[config.mk]
export PLATFORM = sky130hd
export DESIGN_NAME = signed_int_to_radix_ascii_flat
export DESIGN_NICKNAME = d
export VERILOG_FILES = /design/src/design/rsia_pkg.sv /design/src/design/rsia_req_if.sv /design/src/design/rsia_rsp_if.sv /design/src/design/rsia_csr_if.sv /design/src/design/rsia_ram.sv /design/src/design/rsia_divider.sv /design/src/design/signed_int_to_radix_ascii.sv /design/src/flat_wrapper.sv
export SDC_FILE = /design/constraint.sdc
export NUM_CORES = 1
export LEC_CHECK = 0
export BUFFER_PORTS_ARGS = -buffer_cell sky130_fd_sc_hd__buf_4
export CAP_MARGIN = 40
export CORE_ASPECT_RATIO = 0.7
export CORE_MARGIN = 2
export CORE_UTILIZATION = 66
export DETAILED_ROUTE_END_ITERATION = 8
export GPL_ROUTABILITY_DRIVEN = 1
export PLACE_DENSITY = 0.91
export SETUP_SLACK_MARGIN = 0.3
export SKIP_CTS_REPAIR_TIMING = 1
export SYNTH_ARGS = -nofsm -noshare
export SYNTH_HDL_FRONTEND = slang
export SYNTH_SLANG_ARGS = --single-unit
export TNS_END_PERCENT = 100
[constraint.sdc]
create_clock -name clock -period 4.4 [get_ports clock]
set_input_delay 0.44 -clock clock [delete_from_list [all_inputs] [get_ports clock]]
set_output_delay 0.44 -clock clock [all_outputs]
set_load 0.03 [all_outputs]
[src/design/rsia_pkg.sv]
// ----------------------------------------------------------------------------
// rsia_pkg
// Shared constants and helpers for the signed integer to radix text block.
// ----------------------------------------------------------------------------
package rsia_pkg;

   localparam int RADIX_BITS = 6;
   localparam int CHAR_BITS  = 7;

   localparam logic [RADIX_BITS-1:0] RADIX_RESET = 6'd10;
   localparam logic [RADIX_BITS-1:0] RADIX_MIN   = 6'd2;
   localparam logic [RADIX_BITS-1:0] DIGIT_TEN   = 6'd10;

   localparam logic [CHAR_BITS-1:0] ASCII_ZERO  = 7'h30;  // '0'
   localparam logic [CHAR_BITS-1:0] ASCII_SEVEN = 7'h37;  // '7', so 10 maps to 'A'
   localparam logic [CHAR_BITS-1:0] ASCII_MINUS = 7'h2D;  // '-'

   function automatic logic [CHAR_BITS-1:0] digit_char(input logic [RADIX_BITS-1:0] digit);
      logic [CHAR_BITS-1:0] d;
      d = {1'b0, digit};
      if (digit < DIGIT_TEN) begin
         return d + ASCII_ZERO;
      end
      return d + ASCII_SEVEN;
   endfunction

endpackage

[src/design/rsia_req_if.sv]
// ----------------------------------------------------------------------------
// rsia_req_if
// Input channel: one signed number per word.
// ----------------------------------------------------------------------------
interface rsia_req_if #(
   parameter int VALUE_BITS = 32
) ();
   logic                         valid;
   logic                         ready;
   logic signed [VALUE_BITS-1:0] value;

   modport source (output valid, output value, input ready);
   modport sink   (input valid, input value, output ready);
endinterface

[src/design/rsia_rsp_if.sv]
// ----------------------------------------------------------------------------
// rsia_rsp_if
// Result channel: one ASCII character per word, last flags the final one.
// ----------------------------------------------------------------------------
interface rsia_rsp_if ();
   logic                          valid;
   logic                          ready;
   logic [rsia_pkg::CHAR_BITS-1:0] character;
   logic                          last;

   modport source (output valid, output character, output last, input ready);
   modport sink   (input valid, input character, input last, output ready);
endinterface

[src/design/rsia_csr_if.sv]
// ----------------------------------------------------------------------------
// rsia_csr_if
// Configuration write channel carrying the radix register.
// ----------------------------------------------------------------------------
interface rsia_csr_if ();
   logic                           valid;
   logic                           ready;
   logic [rsia_pkg::RADIX_BITS-1:0] radix;

   modport source (output valid, output radix, input ready);
   modport sink   (input valid, input radix, output ready);
endinterface

[src/design/rsia_ram.sv]
// ----------------------------------------------------------------------------
// rsia_ram
// Generic single write, single read RAM with registered read data.
// ----------------------------------------------------------------------------
module rsia_ram #(
   parameter int WIDTH = 8,
   parameter int DEPTH = 32
) (
   input  logic                     clock,
   input  logic                     wr_en,
   input  logic [$clog2(DEPTH)-1:0] wr_addr,
   input  logic [WIDTH-1:0]         wr_data,
   input  logic                     rd_en,
   input  logic [$clog2(DEPTH)-1:0] rd_addr,
   output logic [WIDTH-1:0]         rd_data
);

   logic [WIDTH-1:0] mem_ff [DEPTH];
   logic [WIDTH-1:0] rd_data_ff;

   always_ff @(posedge clock) begin
      if (wr_en) begin
         mem_ff[wr_addr] <= wr_data;
      end
      if (rd_en) begin
         rd_data_ff <= mem_ff[rd_addr];
      end
   end

   assign rd_data = rd_data_ff;

endmodule

[src/design/rsia_divider.sv]
// ----------------------------------------------------------------------------
// rsia_divider
// Restoring divider, one quotient bit per cycle: dividend by a 6-bit radix.
// ----------------------------------------------------------------------------
module rsia_divider #(
   parameter int VALUE_BITS = 32
) (
   input  logic                            clock,
   input  logic                            reset,
   input  logic                            start,
   input  logic [VALUE_BITS-1:0]           dividend,
   input  logic [rsia_pkg::RADIX_BITS-1:0] divisor,
   output logic                            done,
   output logic [VALUE_BITS-1:0]           quotient,
   output logic [rsia_pkg::RADIX_BITS-1:0] remainder
);

   localparam int CW = $clog2(VALUE_BITS);
   localparam int RB = rsia_pkg::RADIX_BITS;
   localparam logic [CW-1:0] LAST_STEP = CW'(VALUE_BITS - 1);

   logic                  busy_ff, busy_in;
   logic                  done_ff, done_in;
   logic [CW-1:0]         cnt_ff, cnt_in;
   logic [VALUE_BITS-1:0] quo_ff, quo_in;
   logic [RB-1:0]         rem_ff, rem_in;
   logic [RB-1:0]         div_ff, div_in;

   logic [RB:0] trial;
   logic [RB:0] diff;
   logic        fits;

   assign trial = {rem_ff, quo_ff[VALUE_BITS-1]};
   assign fits  = trial >= {1'b0, div_ff};
   assign diff  = trial - {1'b0, div_ff};

   always_comb begin
      busy_in = busy_ff;
      done_in = 1'b0;
      cnt_in  = cnt_ff;
      quo_in  = quo_ff;
      rem_in  = rem_ff;
      div_in  = div_ff;
      if (start) begin
         busy_in = 1'b1;
         cnt_in  = '0;
         quo_in  = dividend;
         rem_in  = '0;
         div_in  = divisor;
      end else if (busy_ff) begin
         quo_in = {quo_ff[VALUE_BITS-2:0], fits};
         rem_in = fits ? diff[RB-1:0] : trial[RB-1:0];
         cnt_in = cnt_ff + 1'b1;
         if (cnt_ff == LAST_STEP) begin
            busy_in = 1'b0;
            done_in = 1'b1;
         end
      end
   end

   always_ff @(posedge clock) begin
      if (reset) begin
         busy_ff <= 1'b0;
         done_ff <= 1'b0;
         cnt_ff  <= '0;
      end else begin
         busy_ff <= busy_in;
         done_ff <= done_in;
         cnt_ff  <= cnt_in;
      end
      quo_ff <= quo_in;
      rem_ff <= rem_in;
      div_ff <= div_in;
   end

   assign done      = done_ff;
   assign quotient  = quo_ff;
   assign remainder = rem_ff;

endmodule

[src/design/signed_int_to_radix_ascii.sv]
// ----------------------------------------------------------------------------
// signed_int_to_radix_ascii
// Prints a signed number as ASCII text in the configured radix.
// ----------------------------------------------------------------------------
// One number is taken at a time. Its magnitude is divided by the radix in a
// shared restoring divider, one quotient bit per cycle; digits land least
// significant first in a small digit buffer. The text then leaves most
// significant first: a '-' for a negative number, then each digit, with each
// character read in ST_FETCH and loaded in ST_LOAD through the buffer's
// registered read port. A new number is taken while the final character
// still waits in the output register. Radix values 0 and 1 act as radix 2.
// ----------------------------------------------------------------------------
module signed_int_to_radix_ascii #(
   parameter int VALUE_BITS = 32
) (
   input  logic        clock,
   input  logic        reset,
   rsia_req_if.sink    req_bus,
   rsia_rsp_if.source  rsp_bus,
   rsia_csr_if.sink    csr_bus
);

   localparam int AW = $clog2(VALUE_BITS);
   localparam int NW = $clog2(VALUE_BITS + 1);
   localparam int RB = rsia_pkg::RADIX_BITS;
   localparam int CB = rsia_pkg::CHAR_BITS;

   typedef enum logic [2:0] {
      ST_IDLE,
      ST_DIV,
      ST_SIGN,
      ST_FETCH,
      ST_LOAD
   } state_type;

   state_type state_ff;
   logic [RB-1:0] radix_ff;
   logic          neg_ff;
   logic [NW-1:0] ndig_ff;
   logic [AW-1:0] idx_ff;
   logic          rsp_valid_ff;
   logic [CB-1:0] rsp_char_ff;
   logic          rsp_last_ff;

   logic                  req_take;
   logic                  rsp_free;
   logic                  rsp_load;
   logic [VALUE_BITS-1:0] raw;
   logic [VALUE_BITS-1:0] mag;
   logic [RB-1:0]         base;

   logic                  div_start;
   logic [VALUE_BITS-1:0] div_dividend;
   logic                  div_done;
   logic [VALUE_BITS-1:0] div_quo;
   logic [RB-1:0]         div_rem;

   logic          ram_we;
   logic          ram_re;
   logic [CB-1:0] ram_rd_data;

   assign req_bus.ready = (state_ff == ST_IDLE);
   assign csr_bus.ready = 1'b1;
   assign req_take      = req_bus.valid && req_bus.ready;
   assign rsp_free      = !rsp_valid_ff || rsp_bus.ready;
   assign rsp_load      = rsp_free && ((state_ff == ST_SIGN) || (state_ff == ST_LOAD));

   assign raw  = req_bus.value;
   assign mag  = raw[VALUE_BITS-1] ? (~raw + 1'b1) : raw;
   assign base = (radix_ff < rsia_pkg::RADIX_MIN) ? rsia_pkg::RADIX_MIN : radix_ff;

   assign ram_we = (state_ff == ST_DIV) && div_done;
   assign ram_re = (state_ff == ST_FETCH);

   always_comb begin
      div_start    = 1'b0;
      div_dividend = mag;
      if (req_take) begin
         div_start = 1'b1;
      end else if (ram_we && (div_quo != '0)) begin
         div_start    = 1'b1;
         div_dividend = div_quo;
      end
   end

   rsia_divider #(
      .VALUE_BITS (VALUE_BITS)
   ) u_divider (
      .clock     (clock),
      .reset     (reset),
      .start     (div_start),
      .dividend  (div_dividend),
      .divisor   (base),
      .done      (div_done),
      .quotient  (div_quo),
      .remainder (div_rem)
   );

   rsia_ram #(
      .WIDTH (CB),
      .DEPTH (VALUE_BITS)
   ) u_digits (
      .clock   (clock),
      .wr_en   (ram_we),
      .wr_addr (ndig_ff[AW-1:0]),
      .wr_data (rsia_pkg::digit_char(div_rem)),
      .rd_en   (ram_re),
      .rd_addr (idx_ff),
      .rd_data (ram_rd_data)
   );

   always_ff @(posedge clock) begin
      if (reset) begin
         state_ff     <= ST_IDLE;
         radix_ff     <= rsia_pkg::RADIX_RESET;
         rsp_valid_ff <= 1'b0;
      end else begin
         if (csr_bus.valid) begin
            radix_ff <= csr_bus.radix;
         end
         if (rsp_valid_ff && rsp_bus.ready && !rsp_load) begin
            rsp_valid_ff <= 1'b0;
         end
         unique case (state_ff)
            ST_IDLE: begin
               if (req_take) begin
                  neg_ff   <= raw[VALUE_BITS-1];
                  ndig_ff  <= '0;
                  state_ff <= ST_DIV;
               end
            end
            ST_DIV: begin
               if (div_done) begin
                  ndig_ff <= ndig_ff + 1'b1;
                  if (div_quo == '0) begin
                     idx_ff   <= ndig_ff[AW-1:0];
                     state_ff <= neg_ff ? ST_SIGN : ST_FETCH;
                  end
               end
            end
            ST_SIGN: begin
               if (rsp_free) begin
                  rsp_valid_ff <= 1'b1;
                  rsp_char_ff  <= rsia_pkg::ASCII_MINUS;
                  rsp_last_ff  <= 1'b0;
                  state_ff     <= ST_FETCH;
               end
            end
            ST_FETCH: begin
               state_ff <= ST_LOAD;
            end
            ST_LOAD: begin
               if (rsp_free) begin
                  rsp_valid_ff <= 1'b1;
                  rsp_char_ff  <= ram_rd_data;
                  rsp_last_ff  <= (idx_ff == '0);
                  if (idx_ff == '0) begin
                     state_ff <= ST_IDLE;
                  end else begin
                     idx_ff   <= idx_ff - 1'b1;
                     state_ff <= ST_FETCH;
                  end
               end
            end
            default: begin
               state_ff <= ST_IDLE;
            end
         endcase
      end
   end

   assign rsp_bus.valid     = rsp_valid_ff;
   assign rsp_bus.character = rsp_char_ff;
   assign rsp_bus.last      = rsp_last_ff;

endmodule
[src/flat_wrapper.sv]
// flat-port wrapper written by rule: the top's interface ports become plain ports
module signed_int_to_radix_ascii_flat 
#(
   parameter int VALUE_BITS = 32
)
  (clock, reset, req_bus_valid, req_bus_value, req_bus_ready, rsp_bus_valid, rsp_bus_character, rsp_bus_last, rsp_bus_ready, csr_bus_valid, csr_bus_radix, csr_bus_ready);
  rsia_req_if #(.VALUE_BITS(VALUE_BITS)) req_bus_i ();
  rsia_rsp_if rsp_bus_i ();
  rsia_csr_if csr_bus_i ();
  input  logic clock;
  input  logic reset;
  input wire logic [$bits(req_bus_i.valid)-1:0] req_bus_valid;
  input wire logic [$bits(req_bus_i.value)-1:0] req_bus_value;
  output wire logic [$bits(req_bus_i.ready)-1:0] req_bus_ready;
  output wire logic [$bits(rsp_bus_i.valid)-1:0] rsp_bus_valid;
  output wire logic [$bits(rsp_bus_i.character)-1:0] rsp_bus_character;
  output wire logic [$bits(rsp_bus_i.last)-1:0] rsp_bus_last;
  input wire logic [$bits(rsp_bus_i.ready)-1:0] rsp_bus_ready;
  input wire logic [$bits(csr_bus_i.valid)-1:0] csr_bus_valid;
  input wire logic [$bits(csr_bus_i.radix)-1:0] csr_bus_radix;
  output wire logic [$bits(csr_bus_i.ready)-1:0] csr_bus_ready;
  assign req_bus_i.valid = req_bus_valid;
  assign req_bus_i.value = req_bus_value;
  assign req_bus_ready = req_bus_i.ready;
  assign rsp_bus_valid = rsp_bus_i.valid;
  assign rsp_bus_character = rsp_bus_i.character;
  assign rsp_bus_last = rsp_bus_i.last;
  assign rsp_bus_i.ready = rsp_bus_ready;
  assign csr_bus_i.valid = csr_bus_valid;
  assign csr_bus_i.radix = csr_bus_radix;
  assign csr_bus_ready = csr_bus_i.ready;
  signed_int_to_radix_ascii #(.VALUE_BITS(VALUE_BITS)) u_core (.clock(clock), .reset(reset), .req_bus(req_bus_i), .rsp_bus(rsp_bus_i), .csr_bus(csr_bus_i));
endmodule
==> impl_metrics.env <==
export IMPL_vias_per_cell=7.13
export IMPL_die_area_sq_mm=0.0220
export IMPL_yosysTopAreaCell="edfxtp_1"
export IMPL_grt_start_max_net_pins=59
export IMPL_clk_pin_slew_worst_paths_ps=70
export IMPL_routed_wl_um=34400
export IMPL_ys_warn_count=0
export IMPL_leakage_nw=5.12
export IMPL_insertion_delay_ps=560
export IMPL_powerDensity_mw_per_mm2=586
export IMPL_grt_pass1_wl_um=51500
export IMPL_place_area_sq_mm=0.0146
export IMPL_worst_pin_slew_ps=1040
export IMPL_fin_tns_setup_ps=0
export IMPL_criticalPathCategory="reg -> reg"
export IMPL_synth_top_family_by_area="multiplexers"
export IMPL_cts_buffers=28
export IMPL_io_pins=54
export IMPL_place_hpwl_um=21100
export IMPL_drc=0
export IMPL_netlist_area_leader_share=0.630
export IMPL_required_ps=4850
export IMPL_grt_pass1_vias=8278
export IMPL_hp_start="csr_bus_radix[1]"
export IMPL_fmax_mhz=339
export IMPL_fin_skew_ps=31.0
export IMPL_synth_compound_area_frac=0.0425
export IMPL_synthToLayoutAreaGrowth_pct=12.7
export IMPL_ant_nets=0
export IMPL_synthAdderAreaFrac=0.0170
export IMPL_synth_edff_count=288
export IMPL_critPathMaxFanout=8
export IMPL_yosys_register_bits=311
export IMPL_start_util=0.666
export IMPL_drive_gt1_frac=0.275
export IMPL_fin_crit_ps=2950
export IMPL_hp_class="in -> reg"
export IMPL_die_h_um=125
export IMPL_period_share=0.671
export IMPL_diodes=0
export IMPL_synth_xor_area_frac=0.0281
export IMPL_grt_usage=0.317
export IMPL_startpoint="u_core.u_divider.remainder[3]"
export IMPL_nFillCells=1082
export IMPL_rsz0062_at_grt="false"
export IMPL_total_power_mw=9.06
export IMPL_critPathLaunchType="flip-flop"
export IMPL_ys_flop_type="edfxtp_1"
export IMPL_ys_seq_area_frac=0.664
export IMPL_dr_pass1_iters=5
export IMPL_slew_violations=0
export IMPL_layout_common_cells="edfxtp_1, buf_4, mux4_2"
export IMPL_drtIter0Drc=1307
export IMPL_cp_arrival_ps=3400
export IMPL_async_flop_share=0
export IMPL_synth_distinct_cells=57
export IMPL_syn_cell_area_sq_mm=0.0137
export IMPL_clockBufferDepth=3
export IMPL_maxCapViolations=0
export IMPL_num_vias=8529
export IMPL_wl_per_cell_um=28.8
export IMPL_io_buffers=52
export IMPL_final_nets=960
export IMPL_synth_area_leaders="edfxtp_1, mux4_2, dfxtp_1, mux2_2, xnor2_1"
export IMPL_final_hold_viol_count=0
export IMPL_status="finished, final reports clean"
export IMPL_root_buffer="clkbuf_16"
export IMPL_htree_levels=1
export IMPL_slew_limit_headroom=0.304
export IMPL_netlist_instances=835
export IMPL_row_count=44
export IMPL_place_gp_congestion=0.873
export IMPL_muxShareOfSynthArea=0.155
export IMPL_final_common_cell="edfxtp_1"
export IMPL_hold_ws_ps=95.7
export IMPL_synthSimpleGateAreaFrac=0.0731
export IMPL_core_sq_mm=0.0206
export IMPL_numClockSinks=311
export IMPL_die_w_um=176
export IMPL_finalSetupViolations=0
export IMPL_globalRoute_totalOverflow=0
export IMPL_ir_worst_vdd_v=0.000357
export IMPL_fin_util=0.751
export IMPL_syn_num_nets=896
export IMPL_crit_path_end_kind="flip-flop"
export IMPL_cts_tree="done"
export IMPL_final_area_sq_mm=0.0155
export IMPL_avgSynthCellArea_sq_um=16.4
export IMPL_r2r_start="u_core.u_divider.remainder[3]"
export IMPL_antenna_found_initial=0
-- path summary, 6_finish.rpt --
path,end,slack [ps],cells after the start
setup / recovery,u_core.u_divider.remainder[4],1450,6
hold / removal,u_core.radix_ff[1],100,3
setup reg to reg,u_core.u_divider.remainder[4],1450,6
hold reg to reg,u_core.u_divider.div_ff[5],470,0
-- sequential cells by signal, summed over array words and instances (netlist names), 3 cells and up --
name	count
u_core.u_divider.quotient	32
u_core.u_divider.div_ff	6
u_core.radix_ff	6
u_core.ndig_ff	5
u_core.idx_ff	5
u_core.u_divider.cnt_ff	5
u_core.u_digits.rd_data	7
u_core.rsp_bus.character	7
u_core.state_ff	3
u_core.u_divider.remainder	6
u_core.u_digits.mem_ff	224
-- per-stage QoR --
| stage | setup slack (ps) | cells |
|---|---|---|
| after CTS | 1600 | 1192 |
| after global routing | 1390 | 1197 |
| after global placement | 1610 | 1126 |
| final | 1450 | 1197 |
| after detailed placement | 1630 | 1140 |
| after floorplan | 1870 | 835 |
-- cells in the mapped netlist (6+ instances only) --
library cell,n
o41ai_2,6
o31ai_1,7
nor4_1,13
nor3_1,13
mux2_2,33
buf_1,11
inv_1,23
mux2i_1,10
nor2b_1,8
or4_1,9
o211ai_1,8
nand2b_1,12
nor2_1,60
xnor2_1,39
ha_1,17
edfxtp_1,288
mux4_2,70
dfxtp_1,23
or3_1,9
nand3_1,10
buf_2,6
clkbuf_1,28
o21ai_0,15
nand2_1,35
a21oi_1,7
-- layout make-up --
cell class                      instances  area (sq um)  share of cell area
Clock buffer                           44           791              0.0511
Inverter                               23          86.3             0.00558
Multi-Input combinational cell        454          4390               0.284
Clock inverter                          8          91.3             0.00590
Timing Repair Buffer                   81           661              0.0427
Sequential cell                       311          9110               0.589
Tap cell                              276           345              0.0223
-- worst max-delay path, cell delays in order, from the launching register on --
cell      delay, ps
dfxtp_1         610
ha_1            390
a21o_1          220
a211oi_1        620
o21a_1          450
nand2_1         160
a311oi_1        390
-- logic make-up after synthesis --
kind of cell               count (synthesis)
adders and majority gates                 18
other                                      1
xor gates and xnor gates                  44
AOI/OAI and AO/OA                         76
muxes                                    118
DFF                                      311
and+or+nand+nor                          197
buffers and inverters                     70
-- per-layer routing --
metal / global-route usage / routed length, um / vias to the layer above
li1: - / - / 3415
met3: 0.0815 / 4660 / 147
met4: 0.0977 / 1340 / 0
met2: 0.481 / 16000 / 805
met1: 0.462 / 12400 / 4162
met5: 0 / 0 / -
-- where the power goes --
group | total [mW] | leakage (nW) | internal, mW | switching [mW]
clock network | 2.38 | 0.423 | 1.31 | 1.08
registers | 4.47 | 2.79 | 4.23 | 0.240
logic | 2.21 | 1.90 | 0.733 | 1.48
(Power assumes the default switching activity.)
